**config.mk**
```make
export PLATFORM = sky130hd
export DESIGN_NAME = tbm_norm_cell
export DESIGN_NICKNAME = d
export VERILOG_FILES = /design/src/rtl/tbm_pkg.sv /design/src/rtl/tbm_norm_cell.sv
export SDC_FILE = /design/constraint.sdc
export NUM_CORES = 1
export LEC_CHECK = 0
export BUFFER_PORTS_ARGS = -buffer_cell sky130_fd_sc_hd__buf_2
export CAP_MARGIN = 10
export CORE_MARGIN = 2
export CORE_UTILIZATION = 35
export CTS_CLUSTER_DIAMETER = 40
export DETAILED_ROUTE_END_ITERATION = 8
export MAX_ROUTING_LAYER = met4
export SETUP_SLACK_MARGIN = 0.2
export SYNTH_ARGS = -nofsm -noshare
export SYNTH_HDL_FRONTEND = slang
export SYNTH_SLANG_ARGS = --single-unit
```
**constraint.sdc**
```tcl
create_clock -name clk -period 8.2 [get_ports clk]
set_clock_uncertainty 0.05 [all_clocks]
set_input_delay 1.23 -clock clk [delete_from_list [all_inputs] [get_ports clk]]
set_output_delay 1.23 -clock clk [all_outputs]
set_load 0.02 [all_outputs]
```
**src/rtl/tbm_pkg.sv**
```systemverilog
// tbm_pkg: shared widths, stage counts, register indexes and the angle table
// for the terrain bias mask pixel unit
// no dependencies
package tbm_pkg;

  // sample format, heights and area weight are signed Q2.(SAMPLE_BITS-2)
  localparam int SAMPLE_BITS = 16;
  localparam int WIDE_SHIFT  = 32 - SAMPLE_BITS;
  localparam int DIFF_W      = SAMPLE_BITS + 1;
  localparam int GAIN_W      = 16;
  localparam int AREA_W      = SAMPLE_BITS - 1;
  localparam int AREA_ONE    = 1 << (SAMPLE_BITS - 2);

  // mask format, unsigned Q1.15
  localparam int MASK_W  = 16;
  localparam int ONE_Q15 = 32768;

  // datapath widths
  localparam int NORM_W  = 64;
  localparam int CORD_W  = 34;
  localparam int ANGLE_W = 18;
  localparam int REM_W   = 32;
  localparam int PROD_W  = MASK_W + AREA_W;
  localparam int ROUND_W = PROD_W + WIDE_SHIFT;

  // cell counts along the chain
  localparam int NORM_STEPS   = 6;
  localparam int SQRT_STEPS   = 32;
  localparam int CORDIC_STEPS = 16;
  localparam int DIV_STEPS    = 16;

  // configuration port
  localparam int CFG_ADDR_W = 3;
  localparam int CFG_DATA_W = 16;
  localparam logic [CFG_ADDR_W-1:0] CFG_BIAS_MODE    = 3'd0;
  localparam logic [CFG_ADDR_W-1:0] CFG_BIAS_LEVEL   = 3'd1;
  localparam logic [CFG_ADDR_W-1:0] CFG_REVERSE_MASK = 3'd2;
  localparam logic [CFG_ADDR_W-1:0] CFG_AREA_ENABLE  = 3'd3;
  localparam logic [CFG_ADDR_W-1:0] CFG_SLOPE_GAIN_X = 3'd4;
  localparam logic [CFG_ADDR_W-1:0] CFG_SLOPE_GAIN_Y = 3'd5;

  // per-item values that ride beside the slope chain
  typedef struct packed {
    logic [MASK_W-1:0] alt;
    logic [AREA_W-1:0] area;
  } side_t;

  // atan(2^-i) as a fraction of 90 degrees, 65536 = 90 degrees
  function automatic logic signed [ANGLE_W-1:0] cordic_angle(input logic [3:0] idx);
    logic signed [ANGLE_W-1:0] a;
    case (idx)
      4'd0:    a = 18'sd32768;
      4'd1:    a = 18'sd19344;
      4'd2:    a = 18'sd10221;
      4'd3:    a = 18'sd5188;
      4'd4:    a = 18'sd2604;
      4'd5:    a = 18'sd1303;
      4'd6:    a = 18'sd652;
      4'd7:    a = 18'sd326;
      4'd8:    a = 18'sd163;
      4'd9:    a = 18'sd81;
      4'd10:   a = 18'sd41;
      4'd11:   a = 18'sd20;
      4'd12:   a = 18'sd10;
      4'd13:   a = 18'sd5;
      4'd14:   a = 18'sd3;
      4'd15:   a = 18'sd1;
      default: a = 18'sd0;
    endcase
    return a;
  endfunction

endpackage

```
**src/rtl/tbm_norm_cell.sv**
```systemverilog
// tbm_norm_cell: one step of a binary-weighted range reduction on a pair
// depends on tbm_pkg
module tbm_norm_cell (
  input  logic                        clk,
  input  logic                        rst_n,
  input  logic                        in_valid,
  input  logic [2:0]                  step_exp,
  input  logic [5:0]                  lim_exp,
  input  logic [tbm_pkg::NORM_W-1:0]  a_in,
  input  logic [tbm_pkg::NORM_W-1:0]  b_in,
  input  logic [5:0]                  cnt_in,
  output logic                        out_valid,
  output logic [tbm_pkg::NORM_W-1:0]  a_out,
  output logic [tbm_pkg::NORM_W-1:0]  b_out,
  output logic [5:0]                  cnt_out
);

  logic [6:0]                 step;
  logic [6:0]                 shamt;
  logic                       big;
  logic                       valid_r;
  logic [tbm_pkg::NORM_W-1:0] a_r, a_nxt;
  logic [tbm_pkg::NORM_W-1:0] b_r, b_nxt;
  logic [5:0]                 cnt_r, cnt_nxt;

  // halve both by step when the pair still needs at least step halvings
  always_comb begin
    step    = 7'd1 << step_exp;
    shamt   = 7'(lim_exp) + step - 7'd1;
    big     = ((a_in | b_in) >> shamt) != '0;
    a_nxt   = big ? (a_in >> step) : a_in;
    b_nxt   = big ? (b_in >> step) : b_in;
    cnt_nxt = big ? (cnt_in + step[5:0]) : cnt_in;
  end

  // control
  always_ff @(posedge clk) begin
    if (!rst_n) begin
      valid_r <= 1'b0;
    end else begin
      valid_r <= in_valid;
    end
  end

  // payload
  always_ff @(posedge clk) begin
    a_r   <= a_nxt;
    b_r   <= b_nxt;
    cnt_r <= cnt_nxt;
  end

  assign out_valid = valid_r;
  assign a_out     = a_r;
  assign b_out     = b_r;
  assign cnt_out   = cnt_r;

endmodule

```
==> results_tabular.tex <==
\begin{tabular}{lr}
\hline
Metric & Value \\
\hline
\multicolumn{2}{l}{\textbf{Status}} \\
\quad Result of the run & complete, no violations \\
\multicolumn{2}{l}{\textbf{GRT}} \\
\quad Tot GR Track Use & 0.370 \\
\quad Overall overflow remaining after global route & 0 \\
\quad First-pass GRT wire length & 110000 µm \\
\quad Number of antenna violations at the first check in global routing & 3 \\
\quad Maximum number of pins on one net before global-route repair & 148 \\
\quad Vias in the first global route & $\sim$16000 \\
\multicolumn{2}{l}{\textbf{Timing}} \\
\quad Actual slew at the worst max-slew pin & $\sim$1.1 ns \\
\quad Peak clock frequency supported by timing & about 160 MHz \\
\quad Unrepaired setup endpoints after global routing & no \\
\quad Max\_slew headroom & 0.248 \\
\quad Final TNS setup & 0 ns \\
\quad Number of pins exceeding their max-slew limit in the final report & 0 \\
\quad Final setup violation count & 0 \\
\quad Period utilization & 0.786 \\
\quad Final Hold Vio Count & 0 \\
\quad Final Critical Period & roughly 6.4 ns \\
\multicolumn{2}{l}{\textbf{Clock network}} \\
\quad CTS tree & built \\
\quad Setup fix buffers added after clock tree synthesis & 0 \\
\quad Post-cts resize count & 0 \\
\quad Num CTS Buffers & 17 \\
\quad Clock-pin slew on the worst setup and hold paths & 0.06 ns \\
\quad Number of sinks on the clock net & 135 \\
\quad Clock Path Buffers & 2 \\
\quad H-Tree Level Count & 4 \\
\quad Hold\_buf cts & 0 \\
\quad Root buffer cell & sky130\_fd\_sc\_hd\_\_clkbuf\_16 \\
\multicolumn{2}{l}{\textbf{Worst setup path}} \\
\quad Critical path's most frequent cell & sky130\_fd\_sc\_hd\_\_inv\_1 \\
\quad Critical path's top delay family & simple AND/OR/NAND/NOR gates \\
\quad Slowest cell on the critical path & sky130\_fd\_sc\_hd\_\_fa\_1 \\
\quad Max stage delay on crit path & 0.92 ns \\
\quad CP Cell Sequence & clkbuf\_8 -> or2\_2 -> nor2\_2 -> inv\_1 -> ha\_2 -> inv\_1 -> ha\_1 -> inv\_1 -> fa\_1 -> inv\_2 -> a211oi\_1 -> nor4\_1 -> o221ai\_1 -> o32ai\_1 -> o221ai\_1 -> nor4\_2 -> o221ai\_2 -> and2\_4 -> buf\_4 -> mux2\_1 \\
\quad Critical path launch point type & input pin \\
\quad Critical path endpoint category & register \\
\quad Path type of the worst setup path & input pin to register \\
\quad Worst endpoint data arrival time & 6.75 ns \\
\quad Path length in cells of the critical path & 20 \\
\quad CP max FO & 54 \\
\quad Count of buffer and inverter cells on the critical path & 6 \\
\quad Data required time at the worst endpoint & 8.50 ns \\
\multicolumn{2}{l}{\textbf{Pwr}} \\
\quad Max VDD drop & 0.000146 V \\
\quad Internal Dissipation & 1.87 mW \\
\quad Leakage power & 6.62 nW \\
\quad Share of total power consumed by net switching & 0.423 \\
\quad Clock power frac & 0.268 \\
\quad Switching power of the nets & 1.37 mW \\
\quad Sequential fraction of design power & 0.265 \\
\quad Total power per unit cell area & roughly 200 nW/µm² \\
\quad Relative contribution of combinational cells to total power & 0.467 \\
\multicolumn{2}{l}{\textbf{Floorplan}} \\
\quad DIE WIDTH & about 200 µm \\
\quad Die Y & 205 µm \\
\quad Count of pins on the block boundary & 281 \\
\quad Std-Cell Rows & 73 \\
\quad Placeable Area & 39800 µm² \\
\quad Area of the die & 42100 µm² \\
\quad Starting density of the core & 0.356 \\
\multicolumn{2}{l}{\textbf{Synthesis}} \\
\quad Post-synthesis cell count & approximately 2000 \\
\quad Number of enable-type register cells in the synthesized netlist & 0 \\
\quad Post-synthesis async set-or-reset flop share & 0 \\
\quad Largest cells by area after synthesis & sky130\_fd\_sc\_hd\_\_dfxtp\_1 19\%, sky130\_fd\_sc\_hd\_\_a21oi\_1 8.7\%, sky130\_fd\_sc\_hd\_\_mux2i\_1 6.8\% \\
\quad Number of nets in the synthesized netlist & around 2200 \\
\quad Prevailing post-synth register cell & sky130\_fd\_sc\_hd\_\_dfxtp\_1 \\
\quad Cell area after synthesis & about 14000 µm² \\
\quad Number of warning messages in the yosys log & 0 \\
\quad Portion of synthesized cell area occupied by the leading cell type & 0.191 \\
\quad Cell variety after synth & 78 \\
\quad FF+latch count, synth & 135 \\
\quad Share of synthesized area occupied by flip-flops and latches & 0.191 \\
\quad Library cell with the largest summed area after synthesis & sky130\_fd\_sc\_hd\_\_dfxtp\_1 \\
\quad Average size of a mapped cell & a little over 7 µm² \\
\multicolumn{2}{l}{\textbf{Final layout}} \\
\quad Count of filler cells inserted in the layout & 4149 \\
\quad Net count reported at finish & between 2000 and 2500 \\
\quad Post-route core utilization & 0.411 \\
\quad Relative area change from synthesis to final layout & 15.5\% \\
\quad Ratio of cells with drive above 1 in the final layout & 0.214 \\
\quad Post-route design area & 16400 µm² \\
\multicolumn{2}{l}{\textbf{Detailed routing}} \\
\quad Iter 0 DRT Violations & 2566 \\
\quad Aggregate routed wire length & 77400 µm \\
\quad Detail-routed via count per cell & about 6.5 \\
\quad Routed via count & 17200 \\
\quad Length of the first detailed-routing pass in iterations & 7 \\
\quad Detailed-route wire length per cell & 29.4 µm \\
\quad Remaining routing DRC violations & 0 \\
\quad Final antenna-violating net count & 0 \\
\multicolumn{2}{l}{\textbf{Min path}} \\
\quad Number of cells on the worst hold path & 2 \\
\quad Beginning of the worst hold path & cnt\_in[5] \\
\quad Worst min path class & input pin to register \\
\quad Hold EP & cnt\_out[5]\$\_DFF\_P\_ \\
\multicolumn{2}{l}{\textbf{Flow run}} \\
\quad Max-cap check violation count & 0 \\
\multicolumn{2}{l}{\textbf{Placed design}} \\
\quad Final weighted congestion of routability-driven global placement & 0.971 \\
\quad Placed cell areas & 15700 µm² \\
\quad Number of buffer cells added on primary ports & 280 \\
\quad HPWL after detailed placement & 55600 µm \\
\hline
\end{tabular}
[state kept, by name (all words and copies together), names as in the netlist]
name       flops
b_out         64
out_valid      1
a_out         64
cnt_out        6
[how the worst max path moves through the flow]
stage,start,endpoint,slack (ns)
after CTS,step_exp[0],b_out[41]$_DFF_P_,1.82
after global placement,step_exp[0],b_out[32]$_DFF_P_,1.40
after global routing,step_exp[0],a_out[55]$_DFF_P_,1.32
final,step_exp[0],b_out[35]$_DFF_P_,1.76
after floorplan,step_exp[1],a_out[0]$_DFF_P_,1.31
after detailed placement,step_exp[0],b_out[41]$_DFF_P_,1.32
[cell families (layout without fill, tap and decap cells)]
group	Yosys count	count (layout)	share of synthesized area
compound gates	688	688	0.308
xor+xnor	12	12	0.00741
fa+ha+maj	18	18	0.0169
buf+inv	298	413	0.0866
flops	135	135	0.191
mux	233	233	0.196
other cells	0	3	0
simple gates	603	603	0.194
[power by group through the flow]
stage	Combinational [mW]	Sequential [mW]	Clock [mW]
2_1_floorplan	0.753	1.07	0
3_3_place_gp	1.47	0.876	0
3_5_place_dp	1.48	0.871	0
4_1_cts	1.48	0.861	0.879
5_1_grt	1.60	0.872	0.908
6_report	1.51	0.858	0.868
[synthesized netlist by cell type, drive strengths merged (5+ instances only)]
master and count:
ha 16, or2 16, nand3 33, a22oi 15, a221oi 23, nor4 19, mux2i 97, nand2b 7
nand2 190, buf 68, a211oi 44, clkbuf 180, a311oi 7, and2 11, inv 50, o21a 5
a32o 5, and3 11, o221ai 17, nor3b 27, a21o 10, xnor2 7, o211ai 34, nor2b 19
a2111oi 10, nor3 59, o21ai 136, mux2 111, xor2 5, a311o 10, dfxtp 135, mux4 25
a21oi 247, nor2 196, a31oi 25, a22o 12, o22ai 32
[routing by layer]
| metal | part of all wire | GRT usage | routed length (µm) | vias to the layer above |
|---|---|---|---|---|
| met4 | 0.060 | 0.192 | 4620 | 0 |
| met5 | 0 | - | 0 | - |
| met3 | 0.11 | 0.0893 | 8850 | 273 |
| met2 | 0.42 | 0.538 | 32700 | 1247 |
| met1 | 0.40 | 0.474 | 31300 | 8150 |
| li1 | - | - | - | 7522 |
[through the flow]
step | cells | worst slack (ns) | power (mW) | hold WS [ns]
after floorplan | 1987 | 1.31 | 1.82 | 1.28
after global placement | 2595 | 1.40 | 2.35 | 1.38
after detailed placement | 2595 | 1.32 | 2.35 | 1.38
after CTS | 2627 | 1.82 | 3.22 | 0.880
after global routing | 2630 | 1.32 | 3.38 | 0.900
final | 2630 | 1.76 | 3.24 | 0.901
[cell type report]
type / instances / area [µm²] / share of cell area
repair buffers: 331 / 1870 / 0.114
flip-flops and latches: 135 / 2700 / 0.165
inverters: 50 / 188 / 0.0115
well taps: 525 / 657 / 0.0401
diodes: 3 / 7.51 / 0.000458
clock inverters: 10 / 166 / 0.0102
multi-input cells: 1554 / 10300 / 0.628
clock buffers: 22 / 494 / 0.0302
[cell usage in the layout (no fill, tap or decap), drive strengths merged, types with 5 or more instances in the layout]
master   Yosys  final
xor2         5      5
dfxtp      135    135
a22o        12     12
buf         68    329
o21ai      136    136
or2         16     16
o22ai       32     32
o221ai      17     17
o211ai      34     34
o21a         5      5
nand3       33     33
a31oi       25     25
ha          16     16
a2111oi     10     10
and2        11     11
a21o        10     10
nor2b       19     19
a311o       10     10
clkbuf     180     24
nor4        19     19
a311oi       7      7
a211oi      44     44
nor3        59     59
and3        11     11
nand2b       7      7
inv         50     50
a32o         5      5
nand2      190    190
a22oi       15     15
xnor2        7      7
a21oi      247    247
nor2       196    196
mux4        25     25
mux2i       97     97
mux2       111    111
nor3b       27     27
a221oi      23     23
No activity file was read; power rests on OpenSTA's default activity.
