### config.mk
export PLATFORM = sky130hd
export DESIGN_NAME = tbm_div_cell
export DESIGN_NICKNAME = d
export VERILOG_FILES = /design/src/rtl/tbm_pkg.sv /design/src/rtl/tbm_div_cell.sv
export SDC_FILE = /design/constraint.sdc
export NUM_CORES = 1
export LEC_CHECK = 0
export ABC_AREA = 1
export BUFFER_PORTS_ARGS = -buffer_cell sky130_fd_sc_hd__buf_2
export CELL_PAD_IN_SITES_DETAIL_PLACEMENT = 1
export CELL_PAD_IN_SITES_GLOBAL_PLACEMENT = 2
export CORE_MARGIN = 5
export CORE_UTILIZATION = 27
export CTS_CLUSTER_DIAMETER = 30
export DETAILED_ROUTE_END_ITERATION = 10
export PLACE_DENSITY_LB_ADDON = 0.1
export SLEW_MARGIN = 20
export SYNTH_ARGS = -nofsm -noshare
export SYNTH_HDL_FRONTEND = slang
export SYNTH_SLANG_ARGS = --single-unit
### constraint.sdc
create_clock -name clk -period 4.25 [get_ports clk]
set_input_delay 0.85 -clock clk [delete_from_list [all_inputs] [get_ports clk]]
set_output_delay 0.85 -clock clk [all_outputs]
set_load 0.02 [all_outputs]
### src/rtl/tbm_pkg.sv
// tbm_pkg: shared widths, stage counts, register indexes and the angle table
// for the terrain bias mask pixel unit
// no dependencies
package tbm_pkg;

  // sample format, heights and area weight are signed Q2.(SAMPLE_BITS-2)
  localparam int SAMPLE_BITS = 16;
  localparam int WIDE_SHIFT  = 32 - SAMPLE_BITS;
  localparam int DIFF_W      = SAMPLE_BITS + 1;
  localparam int GAIN_W      = 16;
  localparam int AREA_W      = SAMPLE_BITS - 1;
  localparam int AREA_ONE    = 1 << (SAMPLE_BITS - 2);

  // mask format, unsigned Q1.15
  localparam int MASK_W  = 16;
  localparam int ONE_Q15 = 32768;

  // datapath widths
  localparam int NORM_W  = 64;
  localparam int CORD_W  = 34;
  localparam int ANGLE_W = 18;
  localparam int REM_W   = 32;
  localparam int PROD_W  = MASK_W + AREA_W;
  localparam int ROUND_W = PROD_W + WIDE_SHIFT;

  // cell counts along the chain
  localparam int NORM_STEPS   = 6;
  localparam int SQRT_STEPS   = 32;
  localparam int CORDIC_STEPS = 16;
  localparam int DIV_STEPS    = 16;

  // configuration port
  localparam int CFG_ADDR_W = 3;
  localparam int CFG_DATA_W = 16;
  localparam logic [CFG_ADDR_W-1:0] CFG_BIAS_MODE    = 3'd0;
  localparam logic [CFG_ADDR_W-1:0] CFG_BIAS_LEVEL   = 3'd1;
  localparam logic [CFG_ADDR_W-1:0] CFG_REVERSE_MASK = 3'd2;
  localparam logic [CFG_ADDR_W-1:0] CFG_AREA_ENABLE  = 3'd3;
  localparam logic [CFG_ADDR_W-1:0] CFG_SLOPE_GAIN_X = 3'd4;
  localparam logic [CFG_ADDR_W-1:0] CFG_SLOPE_GAIN_Y = 3'd5;

  // per-item values that ride beside the slope chain
  typedef struct packed {
    logic [MASK_W-1:0] alt;
    logic [AREA_W-1:0] area;
  } side_t;

  // atan(2^-i) as a fraction of 90 degrees, 65536 = 90 degrees
  function automatic logic signed [ANGLE_W-1:0] cordic_angle(input logic [3:0] idx);
    logic signed [ANGLE_W-1:0] a;
    case (idx)
      4'd0:    a = 18'sd32768;
      4'd1:    a = 18'sd19344;
      4'd2:    a = 18'sd10221;
      4'd3:    a = 18'sd5188;
      4'd4:    a = 18'sd2604;
      4'd5:    a = 18'sd1303;
      4'd6:    a = 18'sd652;
      4'd7:    a = 18'sd326;
      4'd8:    a = 18'sd163;
      4'd9:    a = 18'sd81;
      4'd10:   a = 18'sd41;
      4'd11:   a = 18'sd20;
      4'd12:   a = 18'sd10;
      4'd13:   a = 18'sd5;
      4'd14:   a = 18'sd3;
      4'd15:   a = 18'sd1;
      default: a = 18'sd0;
    endcase
    return a;
  endfunction

endpackage

### src/rtl/tbm_div_cell.sv
// tbm_div_cell: one quotient bit of the restoring divider for the bias remap
// depends on tbm_pkg
module tbm_div_cell (
  input  logic                        clk,
  input  logic                        rst_n,
  input  logic                        in_valid,
  input  logic [3:0]                  idx,
  input  logic [tbm_pkg::REM_W-1:0]   rem_in,
  input  logic [tbm_pkg::MASK_W-1:0]  den_in,
  input  logic [tbm_pkg::MASK_W-1:0]  q_in,
  output logic                        out_valid,
  output logic [tbm_pkg::REM_W-1:0]   rem_out,
  output logic [tbm_pkg::MASK_W-1:0]  den_out,
  output logic [tbm_pkg::MASK_W-1:0]  q_out
);

  logic [tbm_pkg::REM_W-1:0]  dsh;
  logic                       valid_r;
  logic [tbm_pkg::REM_W-1:0]  rem_r, rem_nxt;
  logic [tbm_pkg::MASK_W-1:0] den_r;
  logic [tbm_pkg::MASK_W-1:0] q_r, q_nxt;

  // subtract the shifted divisor when it fits
  always_comb begin
    dsh = tbm_pkg::REM_W'(den_in) << idx;
    if (rem_in >= dsh) begin
      rem_nxt = rem_in - dsh;
      q_nxt   = q_in | (tbm_pkg::MASK_W'(1) << idx);
    end else begin
      rem_nxt = rem_in;
      q_nxt   = q_in;
    end
  end

  // control
  always_ff @(posedge clk) begin
    if (!rst_n) begin
      valid_r <= 1'b0;
    end else begin
      valid_r <= in_valid;
    end
  end

  // payload
  always_ff @(posedge clk) begin
    rem_r <= rem_nxt;
    den_r <= den_in;
    q_r   <= q_nxt;
  end

  assign out_valid = valid_r;
  assign rem_out   = rem_r;
  assign den_out   = den_r;
  assign q_out     = q_r;

endmodule
==> results of run 1 <==
-- placed cells by master, fill, tap and decap left out, drive strengths merged --
master and n:
nand2 376, clkbuf 10, clkinv 3, o22ai 2, dfxtp 65, nand3 52, a21oi 17, inv 146
ha 31, xor2 14, nor3 7, nand2b 1, a21o 16, o21ai 47, mux2i 8, a31oi 1
o21bai 3, nand3b 4, and2 3, or2 6, buf 161, bufinv 2, fa 1, a22oi 2
nor2 68, clkinvlp 1, nand4 6
-- power breakdown --
part           switching (W)  internal [W]  leakage (nW)  total (W)
sequential         0.0000197      0.000705         0.548   0.000725
clock               0.000318      0.000532         0.159   0.000850
combinational       0.000649      0.000335          3.15   0.000985
total               0.000987       0.00157          3.86    0.00256
-- logic make-up (layout without fill, tap and decap cells) --
logic type	Yosys count	count (layout)	synth area share (%)
AOI/OAI and AO/OA	88	88	9.59
xor gates and xnor gates	14	14	2.37
adders and majority gates	32	32	7.87
buffers and inverters	170	323	12.8
DFF	65	65	25.1
muxes	8	8	1.55
and+or+nand+nor	523	523	40.7
-- final cells by class --
type	count	area, µm²
Sequential cell	65	1300
Clock buffer	10	239
Timing Repair Buffer	161	887
Inverter	146	551
Tap cell	234	293
Fill cell	2559	12200
Multi-Input combinational cell	665	3220
Clock inverter	6	90.1
-- how the worst min path moves through the flow --
| stage | endpoint | slack [ns] | depth (start not counted) |
|---|---|---|---|
| 6_report | den_out[13] | 0.62 | 1 |
| 5_1_grt | den_out[1] | 0.61 | 1 |
| 4_1_cts | den_out[1] | 0.61 | 1 |
| 3_5_place_dp | den_out[3] | 0.97 | 1 |
| 3_3_place_gp | den_out[13] | 0.97 | 1 |
| 2_1_floorplan | den_out[0] | 0.88 | 0 |
-- metrics by stage --
stage | std cells | worst slack, ns
4_1_cts | 1287 | 0.297
3_5_place_dp | 1271 | -0.0512
3_3_place_gp | 1271 | -0.0232
5_1_grt | 1287 | 0.0842
2_1_floorplan | 900 | 0.946
6_report | 1287 | 0.386
-- routing by layer --
metal  track usage [%]  routed length (µm)  vias to the layer above
met5                 0                   0                        -
met4              3.83                 197                        0
met3              2.93                 667                       13
met2              31.8                9730                       95
met1              25.1                9910                     2662
li1                  -                   -                     3066
-- cell usage after synthesis --
| library cell | n | share of area [%] |
|---|---|---|
| xor2_1 | 14 | 2.4 |
| o21bai_1 | 3 | 0.43 |
| o22ai_1 | 2 | 0.24 |
| a22oi_1 | 2 | 0.29 |
| buf_6 | 2 | 0.43 |
| a31oi_1 | 1 | 0.12 |
| nor2_1 | 65 | 4.7 |
| inv_1 | 140 | 10 |
| nand2_1 | 374 | 27 |
| a21oi_1 | 17 | 1.6 |
| inv_2 | 5 | 0.36 |
| nand2b_1 | 1 | 0.12 |
| mux2i_1 | 8 | 1.5 |
| fa_1 | 1 | 0.39 |
| clkbuf_1 | 13 | 0.94 |
| nor3_1 | 7 | 0.68 |
| and2_1 | 3 | 0.36 |
| nor2_4 | 1 | 0.22 |
| nand4_1 | 6 | 0.72 |
| clkinv_1 | 1 | 0.072 |
| o21ai_0 | 47 | 4.5 |
| nand3b_1 | 4 | 0.58 |
| nand3_1 | 52 | 5.0 |
| dfxtp_1 | 65 | 25 |
| nand2_2 | 2 | 0.24 |
| ha_1 | 31 | 7.5 |
| buf_1 | 2 | 0.14 |
| a21o_1 | 16 | 2.3 |
| or2_2 | 6 | 0.72 |
| nor2_2 | 2 | 0.24 |
| buf_2 | 7 | 0.68 |
-- state kept, by name, indices dropped and copies added, names as in the netlist --
| name | count |
|---|---|
| out_valid | 1 |
| q_out | 16 |
| den_out | 16 |
| rem_out | 32 |
-- timing repair --
item,CTS,global route
resized for setup,0,3
endpoints found under the setup margin,0,2
setup buffers,0,0
==> flow_summary_export.csv, run 1 <==
group,metric,value,unit
outcome,outcome,"finished, final reports clean",
finish,drive_gt1_share,18.3,%
cts,htree_levels,3,
hold_path,hp-start,"den_in[13]",
timing,setup_viol,0,
drt,wl_per_cell,15.9,µm
global_route,grt_use_total,18.7,%
drt,dr.pass1.iters,4,
yosys,ys_seq_area_share,25.1,%
finish,layout.nets,1151,
cts,cts.sinks,65,
finish,final_cell_area,6580,µm²
yosys,synthCells,900,
drt,drc_errors,0,
global_route,grt_first_pass_wirelength,32200,µm
cts,numCtsBuffers,9,
floorplanning,core,18800,µm²
cts,cts_root_buf,"clkbuf_16",
worst_setup_path,worst-path-buf-inv,4,
floorplanning,start_util,27.6,%
worst_setup_path,path_max_fanout,32,
timing,rsz0062_at_grt,"no",
cts,clockBufferDepth,2,
floorplanning,die_h,149,µm
worst_setup_path,path_cells,"buf_2 > inv_1 > o21ai_0 > o21ai_0 > nand2_1 > o21ai_0 > a22oi_1 > ha_1 > nand2_1 > nor2_1 > inv_1 > nor3_1 > nand2_1 > nand2_2 > buf_6 > nand3_1 > nand2_1",
place,place_hpwl,17500,µm
worst_setup_path,cp_data_required_time,4.54,ns
yosys,syn_nets,1003,
worst_setup_path,worstSetupPathDepth,17,
yosys,yosys_warnings,0,
run,max_cap_violations,0,
drt,avgViaCountPerCell,4.53,
worst_setup_path,critPathSlowestCell,"ha_1",
global_route,grt_max_degree,33,
timing,fin_tns_setup,0,ns
floorplanning,io_pins,136,
timing,slew_headroom,67.0,%
finish,n_antenna_cell,0,
drt,drt_iter0_drc,195,
timing,clock.fmax,0.259,GHz
timing,finalMaxSlewViolations,0,
worst_setup_path,cp-end-kind,"flip-flop",
pwr,p_leak,3.86,nW
cts,hold_buffers,0,
cts,cts_tree,"done",
worst_setup_path,cp-startpoint,"idx[0]",
pwr,irDropWorstVdd,0.000192,V
worst_setup_path,slowest_delay,0.42,ns
worst_setup_path,endpoint,"rem_out[24]",
drt,route.vias.total,5836,
worst_setup_path,cpMostUsedCell,"nand2_1",
timing,hold_viol,0,
finish,final_core_utilization,35.0,%
drt,ant_nets,0,
yosys,avgSynthCellArea,5.76,µm²
floorplanning,die_w,149,µm
global_route,grt_pass1_vias,5882,
timing,whs,0.617,ns
place,placed_area,6240,µm²
place,place_congestion,0.814,
pwr,power.total,0.00256,W
timing,layout_min_cycle_time,3.86,ns
worst_setup_path,crit_family,"simple AND/OR/NAND/NOR gates",
global_route,grt.overflow.total,0,
hold_path,hp-class,"input pin to flip-flop",
timing,finalCritPeriodShare,90.9,%
yosys,netlist_area,5180,µm²
yosys,synth.distinct_cells,31,
global_route,antenna_found_initial,0,
timing,tightest_slew,0.491,ns
drt,wl,20500,µm
floorplanning,rows,50,
pwr,powerDensity,389,nW/µm²
worst_setup_path,critPathArrivalTime,4.15,ns
yosys,ys_ff_latch,65,
worst_setup_path,critical_path_class,"input pin to flip-flop",
place,numPortBuffers,135,
cts,clk_pin_slew,0.06,ns
worst_setup_path,worstSetupStartpointType,"input pin",
finish,syn2layout_area_growth,27.0,%
floorplanning,die_area,22100,µm²
Note: power is estimated with default switching activity, not from simulation.
==> run 2, diff against run 1 <==
--- a/config.mk
+++ b/config.mk
@@ -9,6 +9,7 @@
 export BUFFER_PORTS_ARGS = -buffer_cell sky130_fd_sc_hd__buf_2
 export CELL_PAD_IN_SITES_DETAIL_PLACEMENT = 1
 export CELL_PAD_IN_SITES_GLOBAL_PLACEMENT = 2
+export CORE_ASPECT_RATIO = 0.75
 export CORE_MARGIN = 5
 export CORE_UTILIZATION = 27
 export CTS_CLUSTER_DIAMETER = 30
==> run 2 against run 1 <==
  * Clock power is 8.0% lower
  * Combinational power is 1% higher
  * Critical endpoint is now rem_out[2]
  * Critical path type unchanged
  * Final area stayed put
  * Utilization is 0.19 points higher
==> flow_summary_export.csv, run 2 (synthesized netlist as in run 1, its figures left out) <==
group,metric,value,unit
timing,clock.fmax,0.261,GHz
timing,finalMaxSlewViolations,0,
finish,largest_register_ffs,32,
finish,final_common_cell,"nand2_1",
timing,finalCritPeriodShare,90.2,%
global_route,grt_pass1_vias,5889,
cts,cts_resized,0,
global_route,grt_first_pass_wirelength,32600,µm
worst_setup_path,cp_data_required_time,4.48,ns
worst_setup_path,path_max_fanout,14,
drt,route.vias.total,5871,
global_route,top_usage_layer,"met1",
global_route,antenna_found_initial,0,
outcome,outcome,"finished, final reports clean",
drt,drt_iter0_drc,290,
place,place_congestion,0.857,
pwr,irDropWorstVdd,0.000147,V
place,numPortBuffers,135,
floorplanning,rows,43,
global_route,met2_usage,27.5,%
timing,layout_min_cycle_time,3.83,ns
run,max_cap_violations,0,
floorplanning,io_pins,136,
worst_setup_path,critPathArrivalTime,4.07,ns
timing,hold_viol,0,
floorplanning,die_area,22100,µm²
drt,dr.pass1.iters,5,
cts,cts_root_buf,"clkbuf_16",
timing,setup_viol,0,
drt,avgViaCountPerCell,4.52,
finish,syn2layout_area_growth,27.0,%
floorplanning,start_util,27.7,%
worst_setup_path,worstSetupStartpointType,"input pin",
worst_setup_path,cp-end-kind,"flip-flop",
pwr,p_leak,3.85,nW
drt,drc_errors,0,
drt,ant_nets,0,
cts,cts_setup_buffers,0,
global_route,grt_use_total,19.1,%
timing,tightest_slew,0.623,ns
drt,wl_per_cell,16.2,µm
place,place_hpwl,18000,µm
drt,wl,21100,µm
timing,rsz0062_at_grt,"no",
timing,slew_headroom,58.2,%
finish,final_cell_mix,"nand2_1, inv_1, buf_2",
finish,layout.nets,1151,
cts,hold_buffers,0,
cts,clockBufferDepth,2,
cts,htree_levels,3,
worst_setup_path,critical_path_class,"input pin to flip-flop",
floorplanning,die_w,170,µm
global_route,grt_max_degree,31,
hold_path,hp-class,"input pin to flip-flop",
finish,n_antenna_cell,0,
global_route,grt.overflow.total,0,
finish,drive_gt1_share,18.3,%
pwr,powerDensity,381,nW/µm²
global_route,use_met1,30.1,%
floorplanning,die_h,130,µm
cts,cts_tree,"done",
cts,cts.sinks,65,
cts,numCtsBuffers,9,
cts,clk_pin_slew,0.06,ns
global_route,grtUsageMet3,3.00,%
timing,fin_tns_setup,0,ns
finish,final_core_utilization,35.2,%
floorplanning,core,18700,µm²
## run 2: cell types whose count changed in the layout (fill, tap and decap cells not counted)
| cell | previous run | this run |
|---|---|---|
| buf_6 | 1 | 0 |
| inv_2 | 4 | 5 |
| inv_6 | 1 | 0 |
| clkinvlp_4 | 1 | 2 |
| buf_12 | 1 | 2 |
| inv_4 | 1 | 0 |
| bufinv_16 | 2 | 1 |
| clkinv_4 | 1 | 2 |
## run 2: worst max-delay path, stage by stage
cell and delay, ns:
buf_2 0.16, buf_4 0.20, o21ai_0 0.29, inv_1 0.11
nand2_1 0.08, o21ai_0 0.15, o21ai_0 0.33, mux2i_1 0.20
ha_1 0.40, nand2_1 0.15, nor2_4 0.18, inv_2 0.05
nor2_2 0.12, nand3_1 0.10, nand3_1 0.10, nand2_1 0.07
nand2_2 0.13, inv_2 0.06, buf_4 0.19, nand2_1 0.08
nand2_1 0.05
## run 2: path summary, 6_finish.rpt
check,from,end,slack [ns],depth (start not counted)
min,den_in[13],den_out[13],0.63,1
max,idx[0],rem_out[2],0.42,21
## run 2: power by group
part	switching [W]	internal, W
Combinational	0.000663	0.000333
Clock	0.000311	0.000471
Sequential	0.0000212	0.000705
## run 2: final cells by class
cell class	instances	area, µm²
tap	247	309
clock buffer	10	239
multi-input combinational	665	3220
sequential	65	1300
timing repair buffer	161	896
inverter	146	548
clock inverter	6	67.6
fill	2523	12100
## run 2: per-stage QoR
step	setup WS [ns]	instances	power, W	instance area [µm²]	hold slack, ns
after global placement	0.184	1284	0.00174	6270	0.968
after CTS	0.453	1300	0.00254	6580	0.619
final	0.417	1300	0.00250	6580	0.626
after floorplan	0.946	900	0.00138	5180	0.878
after detailed placement	0.0982	1284	0.00174	6270	0.977
after global routing	0.103	1300	0.00269	6580	0.621
## run 2: per-layer routing
layer	wire [µm]	vias up	share of wire [%]
li1	-	3059	-
met1	11700	2687	55
met2	8320	110	39
met3	940	15	4.5
met4	157	0	0.74
met5	0	-	0
