### src/rtl/tbm_pkg.sv
// tbm_pkg: shared widths, stage counts, register indexes and the angle table
// for the terrain bias mask pixel unit
// no dependencies
package tbm_pkg;

  // sample format, heights and area weight are signed Q2.(SAMPLE_BITS-2)
  localparam int SAMPLE_BITS = 16;
  localparam int WIDE_SHIFT  = 32 - SAMPLE_BITS;
  localparam int DIFF_W      = SAMPLE_BITS + 1;
  localparam int GAIN_W      = 16;
  localparam int AREA_W      = SAMPLE_BITS - 1;
  localparam int AREA_ONE    = 1 << (SAMPLE_BITS - 2);

  // mask format, unsigned Q1.15
  localparam int MASK_W  = 16;
  localparam int ONE_Q15 = 32768;

  // datapath widths
  localparam int NORM_W  = 64;
  localparam int CORD_W  = 34;
  localparam int ANGLE_W = 18;
  localparam int REM_W   = 32;
  localparam int PROD_W  = MASK_W + AREA_W;
  localparam int ROUND_W = PROD_W + WIDE_SHIFT;

  // cell counts along the chain
  localparam int NORM_STEPS   = 6;
  localparam int SQRT_STEPS   = 32;
  localparam int CORDIC_STEPS = 16;
  localparam int DIV_STEPS    = 16;

  // configuration port
  localparam int CFG_ADDR_W = 3;
  localparam int CFG_DATA_W = 16;
  localparam logic [CFG_ADDR_W-1:0] CFG_BIAS_MODE    = 3'd0;
  localparam logic [CFG_ADDR_W-1:0] CFG_BIAS_LEVEL   = 3'd1;
  localparam logic [CFG_ADDR_W-1:0] CFG_REVERSE_MASK = 3'd2;
  localparam logic [CFG_ADDR_W-1:0] CFG_AREA_ENABLE  = 3'd3;
  localparam logic [CFG_ADDR_W-1:0] CFG_SLOPE_GAIN_X = 3'd4;
  localparam logic [CFG_ADDR_W-1:0] CFG_SLOPE_GAIN_Y = 3'd5;

  // per-item values that ride beside the slope chain
  typedef struct packed {
    logic [MASK_W-1:0] alt;
    logic [AREA_W-1:0] area;
  } side_t;

  // atan(2^-i) as a fraction of 90 degrees, 65536 = 90 degrees
  function automatic logic signed [ANGLE_W-1:0] cordic_angle(input logic [3:0] idx);
    logic signed [ANGLE_W-1:0] a;
    case (idx)
      4'd0:    a = 18'sd32768;
      4'd1:    a = 18'sd19344;
      4'd2:    a = 18'sd10221;
      4'd3:    a = 18'sd5188;
      4'd4:    a = 18'sd2604;
      4'd5:    a = 18'sd1303;
      4'd6:    a = 18'sd652;
      4'd7:    a = 18'sd326;
      4'd8:    a = 18'sd163;
      4'd9:    a = 18'sd81;
      4'd10:   a = 18'sd41;
      4'd11:   a = 18'sd20;
      4'd12:   a = 18'sd10;
      4'd13:   a = 18'sd5;
      4'd14:   a = 18'sd3;
      4'd15:   a = 18'sd1;
      default: a = 18'sd0;
    endcase
    return a;
  endfunction

endpackage

### src/rtl/tbm_cordic_cell.sv
// tbm_cordic_cell: one vectoring rotation of the angle cordic
// depends on tbm_pkg (angle table)
module tbm_cordic_cell (
  input  logic                               clk,
  input  logic                               rst_n,
  input  logic                               in_valid,
  input  logic [3:0]                         idx,
  input  logic signed [tbm_pkg::CORD_W-1:0]  x_in,
  input  logic signed [tbm_pkg::CORD_W-1:0]  y_in,
  input  logic signed [tbm_pkg::ANGLE_W-1:0] z_in,
  input  logic                               zero_in,
  output logic                               out_valid,
  output logic signed [tbm_pkg::CORD_W-1:0]  x_out,
  output logic signed [tbm_pkg::CORD_W-1:0]  y_out,
  output logic signed [tbm_pkg::ANGLE_W-1:0] z_out,
  output logic                               zero_out
);

  logic signed [tbm_pkg::CORD_W-1:0]  xs, ys;
  logic signed [tbm_pkg::ANGLE_W-1:0] ang;
  logic                               valid_r;
  logic signed [tbm_pkg::CORD_W-1:0]  x_r, x_nxt;
  logic signed [tbm_pkg::CORD_W-1:0]  y_r, y_nxt;
  logic signed [tbm_pkg::ANGLE_W-1:0] z_r, z_nxt;
  logic                               zero_r;

  // rotate toward the x axis, floor shifts
  always_comb begin
    xs  = x_in >>> idx;
    ys  = y_in >>> idx;
    ang = tbm_pkg::cordic_angle(idx);
    if (!y_in[tbm_pkg::CORD_W-1]) begin
      x_nxt = x_in + ys;
      y_nxt = y_in - xs;
      z_nxt = z_in + ang;
    end else begin
      x_nxt = x_in - ys;
      y_nxt = y_in + xs;
      z_nxt = z_in - ang;
    end
  end

  // control
  always_ff @(posedge clk) begin
    if (!rst_n) begin
      valid_r <= 1'b0;
    end else begin
      valid_r <= in_valid;
    end
  end

  // payload
  always_ff @(posedge clk) begin
    x_r    <= x_nxt;
    y_r    <= y_nxt;
    z_r    <= z_nxt;
    zero_r <= zero_in;
  end

  assign out_valid = valid_r;
  assign x_out     = x_r;
  assign y_out     = y_r;
  assign z_out     = z_r;
  assign zero_out  = zero_r;

endmodule

### config.mk
export PLATFORM = sky130hd
export DESIGN_NAME = tbm_cordic_cell
export DESIGN_NICKNAME = d
export VERILOG_FILES = /design/src/rtl/tbm_pkg.sv /design/src/rtl/tbm_cordic_cell.sv
export SDC_FILE = /design/constraint.sdc
export NUM_CORES = 1
export LEC_CHECK = 0
export BUFFER_PORTS_ARGS = -buffer_cell sky130_fd_sc_hd__buf_4
export CAP_MARGIN = 20
export CORE_MARGIN = 5
export CORE_UTILIZATION = 30
export CTS_CLUSTER_SIZE = 25
export DETAILED_ROUTE_END_ITERATION = 6
export HOLD_SLACK_MARGIN = 0.15
export SLEW_MARGIN = 20
export SYNTH_ARGS = -nofsm -noshare
export SYNTH_HDL_FRONTEND = slang
export SYNTH_SLANG_ARGS = --single-unit
### constraint.sdc
create_clock -name clk -period 16.05 [get_ports clk]
set_clock_uncertainty 0.15 [all_clocks]
set_input_delay 0.8025 -clock clk [delete_from_list [all_inputs] [get_ports clk]]
set_output_delay 0.8025 -clock clk [all_outputs]
set_load 0.03 [all_outputs]
==> metrics.txt, run 1 <==
# TYPE chip_impl_metric gauge
chip_impl_info{name="mostFrequentLayoutCell",value="sky130_fd_sc_hd__buf_4"} 1
chip_impl_info{name="cell_at_the_root_of_the_clock_tree",value="sky130_fd_sc_hd__clkbuf_16"} 1
chip_impl_metric{name="slew_headroom",unit=""} 0.389
chip_impl_metric{name="numClockSinks",unit=""} 88
chip_impl_metric{name="rows",unit=""} 73
chip_impl_metric{name="post_synth_edffs",unit=""} 0
chip_impl_metric{name="crit_path_max_fanout",unit=""} 62
chip_impl_metric{name="placeableCoreArea",unit="µm²"} 39500
chip_impl_metric{name="firstDrtPassIters",unit=""} 6
chip_impl_info{name="criticalPathCategory",value="input port to flip-flop"} 1
chip_impl_metric{name="globalRouteOverflowTotal",unit=""} 0
chip_impl_metric{name="min_period_over_period",unit=""} 0.428
chip_impl_metric{name="detail_route.drc_violations",unit=""} 0
chip_impl_metric{name="finalSetupViolations",unit=""} 0
chip_impl_info{name="yosys_most_used_dff",value="sky130_fd_sc_hd__dfxtp_1"} 1
chip_impl_info{name="hp-class",value="input port to flip-flop"} 1
chip_impl_metric{name="grt_max_degree",unit=""} 70
chip_impl_metric{name="wire_length_of_the_first_global_routing_pass",unit="µm"} 60500
chip_impl_metric{name="synthesized_netlist_cell_count",unit=""} 1383
chip_impl_metric{name="fin_setup_tns",unit="ns"} 0
chip_impl_metric{name="post_detailed_route_wirelength_per_cell",unit="µm"} 19.1
chip_impl_metric{name="dp.final_hpwl",unit="µm"} 30500
chip_impl_metric{name="timing.final.crit_period",unit="ns"} 6.87
chip_impl_metric{name="synthArstFlopShare",unit=""} 0
chip_impl_metric{name="place.gp.congestion",unit=""} 0.940
chip_impl_info{name="cts_tree",value="built"} 1
chip_impl_info{name="critical_path_endpoint_category",value="flip-flop"} 1
chip_impl_metric{name="postCtsHoldBufs",unit=""} 0
chip_impl_info{name="layout.cells.most_common_list",value="sky130_fd_sc_hd__buf_4 (189), sky130_fd_sc_hd__nand2_1 (123), sky130_fd_sc_hd__a21oi_1 (117), sky130_fd_sc_hd__nor2_1 (102), sky130_fd_sc_hd__ha_1 (91)"} 1
chip_impl_metric{name="flow.area_growth_from_synthesis",unit="%"} 17.1
chip_impl_metric{name="antenna_found_initial",unit=""} 2
chip_impl_metric{name="worstPathRequired",unit="ns"} 16.18
chip_impl_metric{name="initial_utilization",unit=""} 0.301
chip_impl_metric{name="nets",unit=""} 1701
chip_impl_metric{name="ys_warn_count",unit=""} 0
chip_impl_metric{name="timing_max_transition_violations_final",unit=""} 0
chip_impl_metric{name="synth_seq_area_share",unit=""} 0.148
chip_impl_info{name="run_status",value="completed"} 1
chip_impl_metric{name="number_of_synthesized_register_bits",unit=""} 88
chip_impl_metric{name="pwr_density_cell",unit="nW/µm²"} 110
chip_impl_metric{name="fillers",unit=""} 4065
chip_impl_metric{name="design_area",unit="µm²"} 13900
chip_impl_metric{name="power.static_leakage",unit="nW"} 5.85
chip_impl_metric{name="cts_max_path_buffers",unit=""} 2
chip_impl_info{name="worstSetupStartpointType",value="input port"} 1
chip_impl_metric{name="post_synthesis_cell_area",unit="µm²"} 11900
chip_impl_metric{name="drt-total-wl",unit="µm"} 39000
chip_impl_info{name="worst_setup_path_startpoint",value="idx[0]"} 1
chip_impl_metric{name="numCtsBuffers",unit=""} 9
chip_impl_metric{name="layout-drive-gt1-share",unit=""} 0.217
chip_impl_metric{name="boundaryPins",unit=""} 182
chip_impl_info{name="worst_setup_path_endpoint",value="x_out[32]"} 1
chip_impl_metric{name="first_global_vias",unit=""} 11000
chip_impl_metric{name="die_height",unit="µm"} 209
chip_impl_metric{name="max_cap_violations",unit=""} 0
chip_impl_metric{name="postPlaceCellArea",unit="µm²"} 13600
chip_impl_info{name="unrepaired_setup_endpoints_after_global_routing",value="false"} 1
chip_impl_metric{name="cp.arrival",unit="ns"} 7.00
chip_impl_metric{name="grt_use_total",unit=""} 0.170
chip_impl_metric{name="report.final.hold_viol_count",unit=""} 0
chip_impl_metric{name="place.port_buffers",unit=""} 181
chip_impl_metric{name="clkSlewWorstSetupHoldPaths",unit="ns"} 0.06
chip_impl_metric{name="worst-slew-pin-transition",unit="ns"} 0.914
chip_impl_metric{name="synthesis.nets",unit=""} 1571
chip_impl_metric{name="vias",unit=""} 11400
chip_impl_metric{name="floorplan.die_area",unit="µm²"} 43800
chip_impl_metric{name="number_of_h_tree_levels",unit=""} 3
chip_impl_metric{name="synth.distinct_cells",unit=""} 84
chip_impl_metric{name="antenna_left",unit=""} 0
chip_impl_metric{name="die-width",unit="µm"} 209
chip_impl_metric{name="postCtsResizedCells",unit=""} 0
chip_impl_metric{name="first_drt_iteration_drcs",unit=""} 937
chip_impl_metric{name="avgSynthCellArea",unit="µm²"} 8.62
chip_impl_metric{name="fmax",unit="MHz"} 146
chip_impl_metric{name="power.ir.vdd_worst",unit="V"} 0.0000594
chip_impl_metric{name="cts_setup_buffers",unit=""} 0
chip_impl_metric{name="routed_via_density",unit=""} 5.59
==> metrics by stage <==
step                      hold slack [ns]  setup slack [ns]  total power [mW]  utilization  instances
after global placement              0.757              8.89              1.30        0.344       2027
after CTS                           0.382              9.23              1.55        0.353       2043
after floorplan                     0.680              9.75              1.01            -       1383
final                               0.397              9.18              1.54        0.353       2044
after global routing                0.386              8.47              1.64        0.353       2044
after detailed placement            0.761              8.85              1.31        0.344       2027
==> how the worst min path moves through the flow <==
stage	from	to	slack [ns]	cells past startpoint
3_5_place_dp	zero_in	zero_out	0.76	1
6_report	zero_in	zero_out	0.40	1
2_1_floorplan	zero_in	zero_out	0.68	0
4_1_cts	zero_in	zero_out	0.38	1
5_1_grt	zero_in	zero_out	0.39	1
3_3_place_gp	zero_in	zero_out	0.76	1
==> final cells by class <==
cell class	count	area, µm²	share of cell area
clock inverter	5	80.1	0.00574
tap	525	657	0.0471
antenna	1	2.50	0.000179
inverter	40	150	0.0108
multi-input combinational	1185	9630	0.691
sequential	88	1760	0.126
clock buffer	11	243	0.0174
timing repair buffer	189	1420	0.102
==> Yosys cell counts, types with 16 or more instances <==
cell,instances,share of area
sky130_fd_sc_hd__o21a_1,16,0.010
sky130_fd_sc_hd__a31oi_1,34,0.018
sky130_fd_sc_hd__dfxtp_1,88,0.15
sky130_fd_sc_hd__clkbuf_1,27,0.0085
sky130_fd_sc_hd__nor2_1,102,0.032
sky130_fd_sc_hd__mux4_2,72,0.14
sky130_fd_sc_hd__mux2i_1,48,0.040
sky130_fd_sc_hd__o21ai_0,64,0.027
sky130_fd_sc_hd__a21oi_1,117,0.049
sky130_fd_sc_hd__xnor2_1,88,0.065
sky130_fd_sc_hd__xor2_1,48,0.035
sky130_fd_sc_hd__nand2_1,123,0.039
sky130_fd_sc_hd__a21o_1,36,0.023
sky130_fd_sc_hd__inv_1,38,0.012
sky130_fd_sc_hd__ha_1,91,0.096
sky130_fd_sc_hd__mux2_2,26,0.025
sky130_fd_sc_hd__nor3_1,45,0.019
sky130_fd_sc_hd__nand4_1,16,0.0084
sky130_fd_sc_hd__nand3_1,32,0.013
==> worst max-delay path, stage by stage <==
cell	delay (ns)
sky130_fd_sc_hd__buf_4	0.51
sky130_fd_sc_hd__buf_4	0.79
sky130_fd_sc_hd__mux4_2	0.59
sky130_fd_sc_hd__mux2i_1	0.29
sky130_fd_sc_hd__nand2_1	0.08
sky130_fd_sc_hd__o21ai_0	0.13
sky130_fd_sc_hd__ha_1	0.30
sky130_fd_sc_hd__inv_1	0.06
sky130_fd_sc_hd__a2111o_1	0.32
sky130_fd_sc_hd__and4bb_2	0.38
sky130_fd_sc_hd__a21oi_1	0.10
sky130_fd_sc_hd__xnor2_1	0.15
sky130_fd_sc_hd__ha_1	0.37
sky130_fd_sc_hd__a21oi_1	0.19
sky130_fd_sc_hd__nand2_1	0.07
sky130_fd_sc_hd__a221oi_1	0.30
sky130_fd_sc_hd__nand3_1	0.21
sky130_fd_sc_hd__o311ai_0	0.43
sky130_fd_sc_hd__a31oi_1	0.26
sky130_fd_sc_hd__a211o_1	0.30
sky130_fd_sc_hd__a21oi_1	0.17
sky130_fd_sc_hd__xnor2_1	0.13
==> registers in the layout, indices dropped and copies added (netlist names) <==
name and flops:
x_out 34, y_out 34, z_out 18, out_valid 1
zero_out 1
==> power breakdown <==
| part | total [mW] | internal, mW | switching, mW |
|---|---|---|---|
| combinational | 0.958 | 0.382 | 0.577 |
| sequential | 0.348 | 0.316 | 0.0317 |
| clock | 0.234 | 0.140 | 0.0938 |
| total | 1.54 | 0.838 | 0.702 |
==> logic make-up (layout without fill, tap and decap cells) <==
| family | Yosys count | in the layout | synth area share |
|---|---|---|---|
| AOI/OAI and AO/OA | 370 | 370 | 0.196 |
| xor gates and xnor gates | 136 | 136 | 0.100 |
| adders and majority gates | 94 | 94 | 0.101 |
| buffers and inverters | 110 | 245 | 0.0436 |
| DFF | 88 | 88 | 0.148 |
| muxes | 168 | 168 | 0.239 |
| other | 0 | 1 | 0 |
| and+or+nand+nor | 417 | 417 | 0.172 |
==> routing by layer <==
metal  track usage  vias up  share of wire
met1         0.240     5456           0.46
met4        0.0403        0          0.016
met3        0.0309       47          0.070
li1              -     5489              -
met2         0.271      438           0.45
met5             0        -              0
Note: power is estimated with default switching activity, not from simulation.
==> run 2: changes to the inputs <==
- clock period: 16.05 -> 6.2 ns (I/O delays scaled with it)
==> run 2 against run 1 <==
Setup slack lost 8.5 ns. Total power grew to 2.6 times the previous value. Combinational power rose to 2.6 times the previous value. Routed wire length up 1.5%. Global-route usage rose by 0.59 points.
==> metrics.txt, run 2 (synthesis results as in run 1) <==
# TYPE chip_impl_metric gauge
chip_impl_info{name="run_status",value="completed"} 1
chip_impl_metric{name="number_of_h_tree_levels",unit=""} 3
chip_impl_info{name="cts_tree",value="built"} 1
chip_impl_metric{name="max_cap_violations",unit=""} 0
chip_impl_metric{name="cts_max_path_buffers",unit=""} 2
chip_impl_metric{name="crit_path_max_incr_delay",unit="ns"} 0.54
chip_impl_metric{name="flow.area_growth_from_synthesis",unit="%"} 19.3
chip_impl_metric{name="clock_power_share",unit=""} 0.139
chip_impl_metric{name="die-width",unit="µm"} 209
chip_impl_metric{name="post_detailed_route_wirelength_per_cell",unit="µm"} 19.1
chip_impl_info{name="criticalPathCategory",value="input port to flip-flop"} 1
chip_impl_info{name="hp-class",value="input port to flip-flop"} 1
chip_impl_metric{name="first_drt_iteration_drcs",unit=""} 839
chip_impl_info{name="crit_top_cell",value="sky130_fd_sc_hd__a21oi_1"} 1
chip_impl_metric{name="hold_depth",unit=""} 3
chip_impl_metric{name="routed_via_density",unit=""} 5.51
chip_impl_metric{name="min_period_over_period",unit=""} 0.896
chip_impl_metric{name="dp.final_hpwl",unit="µm"} 31300
chip_impl_metric{name="rows",unit=""} 73
chip_impl_metric{name="vias",unit=""} 11400
chip_impl_metric{name="place.port_buffers",unit=""} 181
chip_impl_metric{name="detail_route.drc_violations",unit=""} 0
chip_impl_info{name="cell_at_the_root_of_the_clock_tree",value="sky130_fd_sc_hd__clkbuf_16"} 1
chip_impl_metric{name="fin_util",unit=""} 0.359
chip_impl_metric{name="power.switching",unit="mW"} 1.81
chip_impl_info{name="unrepaired_setup_endpoints_after_global_routing",value="false"} 1
chip_impl_metric{name="fillers",unit=""} 4075
chip_impl_metric{name="boundaryPins",unit=""} 182
chip_impl_metric{name="drt-total-wl",unit="µm"} 39600
chip_impl_metric{name="antenna-diode-count",unit=""} 0
chip_impl_metric{name="globalRouteOverflowTotal",unit=""} 0
chip_impl_metric{name="nets",unit=""} 1732
chip_impl_info{name="layout.cells.most_common_list",value="sky130_fd_sc_hd__buf_4 (201), sky130_fd_sc_hd__nand2_1 (123), sky130_fd_sc_hd__a21oi_1 (117), sky130_fd_sc_hd__nor2_1 (102), sky130_fd_sc_hd__ha_1 (91)"} 1
chip_impl_metric{name="antenna_found_initial",unit=""} 1
chip_impl_metric{name="finalSetupViolations",unit=""} 0
chip_impl_info{name="timing.critical_path.cells",value="dlygate4sd3_1, buf_4, mux4_2, nand2_1, o21ai_0, o21ai_0, ha_1, inv_1, a2111o_1, and4bb_2, a21oi_1, xnor2_1, ha_1, a21oi_1, nand2_1, a221oi_1, nand3_1, o311ai_0, a31oi_1, a211o_1, a21oi_1, xnor2_1"} 1
chip_impl_metric{name="numClockSinks",unit=""} 88
chip_impl_metric{name="firstDrtPassIters",unit=""} 5
chip_impl_metric{name="place.gp.congestion",unit=""} 0.899
chip_impl_metric{name="cell_internal_pwr",unit="mW"} 2.14
chip_impl_metric{name="timing.final.crit_period",unit="ns"} 5.56
chip_impl_info{name="critical_path_endpoint_category",value="flip-flop"} 1
chip_impl_metric{name="wire_length_of_the_first_global_routing_pass",unit="µm"} 61900
chip_impl_metric{name="placeableCoreArea",unit="µm²"} 39500
chip_impl_metric{name="seq_power_share",unit=""} 0.226
chip_impl_metric{name="fmax",unit="MHz"} 180
chip_impl_metric{name="cp.arrival",unit="ns"} 5.71
chip_impl_metric{name="clkSlewWorstSetupHoldPaths",unit="ns"} 0.06
chip_impl_metric{name="grt_max_degree",unit=""} 57
chip_impl_metric{name="fin_setup_tns",unit="ns"} 0
chip_impl_metric{name="slew_headroom",unit=""} 0.389
chip_impl_metric{name="worst-slew-pin-transition",unit="ns"} 0.915
chip_impl_metric{name="numCtsBuffers",unit=""} 9
chip_impl_metric{name="report.final.hold_viol_count",unit=""} 0
chip_impl_metric{name="comb_power_share",unit=""} 0.635
chip_impl_info{name="critical_path.slowest_cell",value="sky130_fd_sc_hd__dlygate4sd3_1"} 1
chip_impl_metric{name="layout-drive-gt1-share",unit=""} 0.220
chip_impl_metric{name="worstPathRequired",unit="ns"} 6.35
chip_impl_metric{name="grt_use_total",unit=""} 0.176
chip_impl_metric{name="power.ir.vdd_worst",unit="V"} 0.000179
chip_impl_metric{name="die_height",unit="µm"} 209
chip_impl_metric{name="postCtsResizedCells",unit=""} 0
chip_impl_metric{name="power.switching_fraction",unit=""} 0.458
chip_impl_metric{name="power.static_leakage",unit="nW"} 5.99
chip_impl_info{name="mostFrequentLayoutCell",value="sky130_fd_sc_hd__buf_4"} 1
chip_impl_metric{name="floorplan.die_area",unit="µm²"} 43800
chip_impl_metric{name="pwr_density_cell",unit="nW/µm²"} 279
chip_impl_info{name="worstSetupStartpointType",value="input port"} 1
chip_impl_metric{name="first_global_vias",unit=""} 11100
chip_impl_metric{name="timing_max_transition_violations_final",unit=""} 0
chip_impl_metric{name="crit_path_max_fanout",unit=""} 6
chip_impl_metric{name="antenna_left",unit=""} 0
chip_impl_metric{name="initial_utilization",unit=""} 0.301
## run 2: cell type report
type	count	area, µm²	area share
Clock buffer	12	246	0.0173
Sequential cell	88	1760	0.124
Tap cell	525	657	0.0462
Clock inverter	3	42.5	0.00299
Timing Repair Buffer	220	1720	0.121
Multi-Input combinational cell	1185	9630	0.678
Inverter	40	150	0.0106
## run 2: timing repair
item	in CTS	in global routing
hold buffers	17	0
buffers inserted	0	0
endpoints found under the setup margin	0	0
hold endpoints to repair	16	0
## run 2: critical path: cells and delay by family
| family | cells | cell delay [ns] |
|---|---|---|
| and+or+nand+nor | 4 | 0.74 |
| xor gates and xnor gates | 2 | 0.28 |
| muxes | 1 | 0.44 |
| buffers and inverters | 3 | 0.76 |
| adders and majority gates | 2 | 0.66 |
| AOI/OAI and AO/OA | 10 | 2.54 |
## run 2: metrics by stage
stage / std cells / worst slack [ns] / power [mW] / area (µm²) / hold slack [ns]
2_1_floorplan: 1383 / 0.389 / 2.60 / 11900 / 0.188
3_3_place_gp: 2041 / 0.455 / 3.40 / 13800 / 0.264
3_5_place_dp: 2041 / 0.332 / 3.40 / 13800 / 0.266
4_1_cts: 2073 / 0.715 / 4.01 / 14200 / 0.162
5_1_grt: 2073 / 0.228 / 4.25 / 14200 / 0.199
6_report: 2073 / 0.643 / 3.96 / 14200 / 0.194
## run 2: metal layers
metal  share of wire  track usage
met5         0.00033            0
met4           0.022       0.0563
met3           0.086       0.0487
met2            0.44        0.269
met1            0.45        0.242
## run 2: final timing paths
check | start | end | slack [ns]
min | z_in[7] | z_out[7] | 0.19
max | y_in[1] | x_out[32] | 0.64
## run 2: power groups by stage
stage	Combinational, mW	Sequential [mW]	Clock (mW)
after floorplan	1.20	1.40	0
after global placement	2.49	0.905	0
after detailed placement	2.49	0.907	0
after CTS	2.52	0.901	0.585
after global routing	2.73	0.920	0.604
final	2.51	0.894	0.551
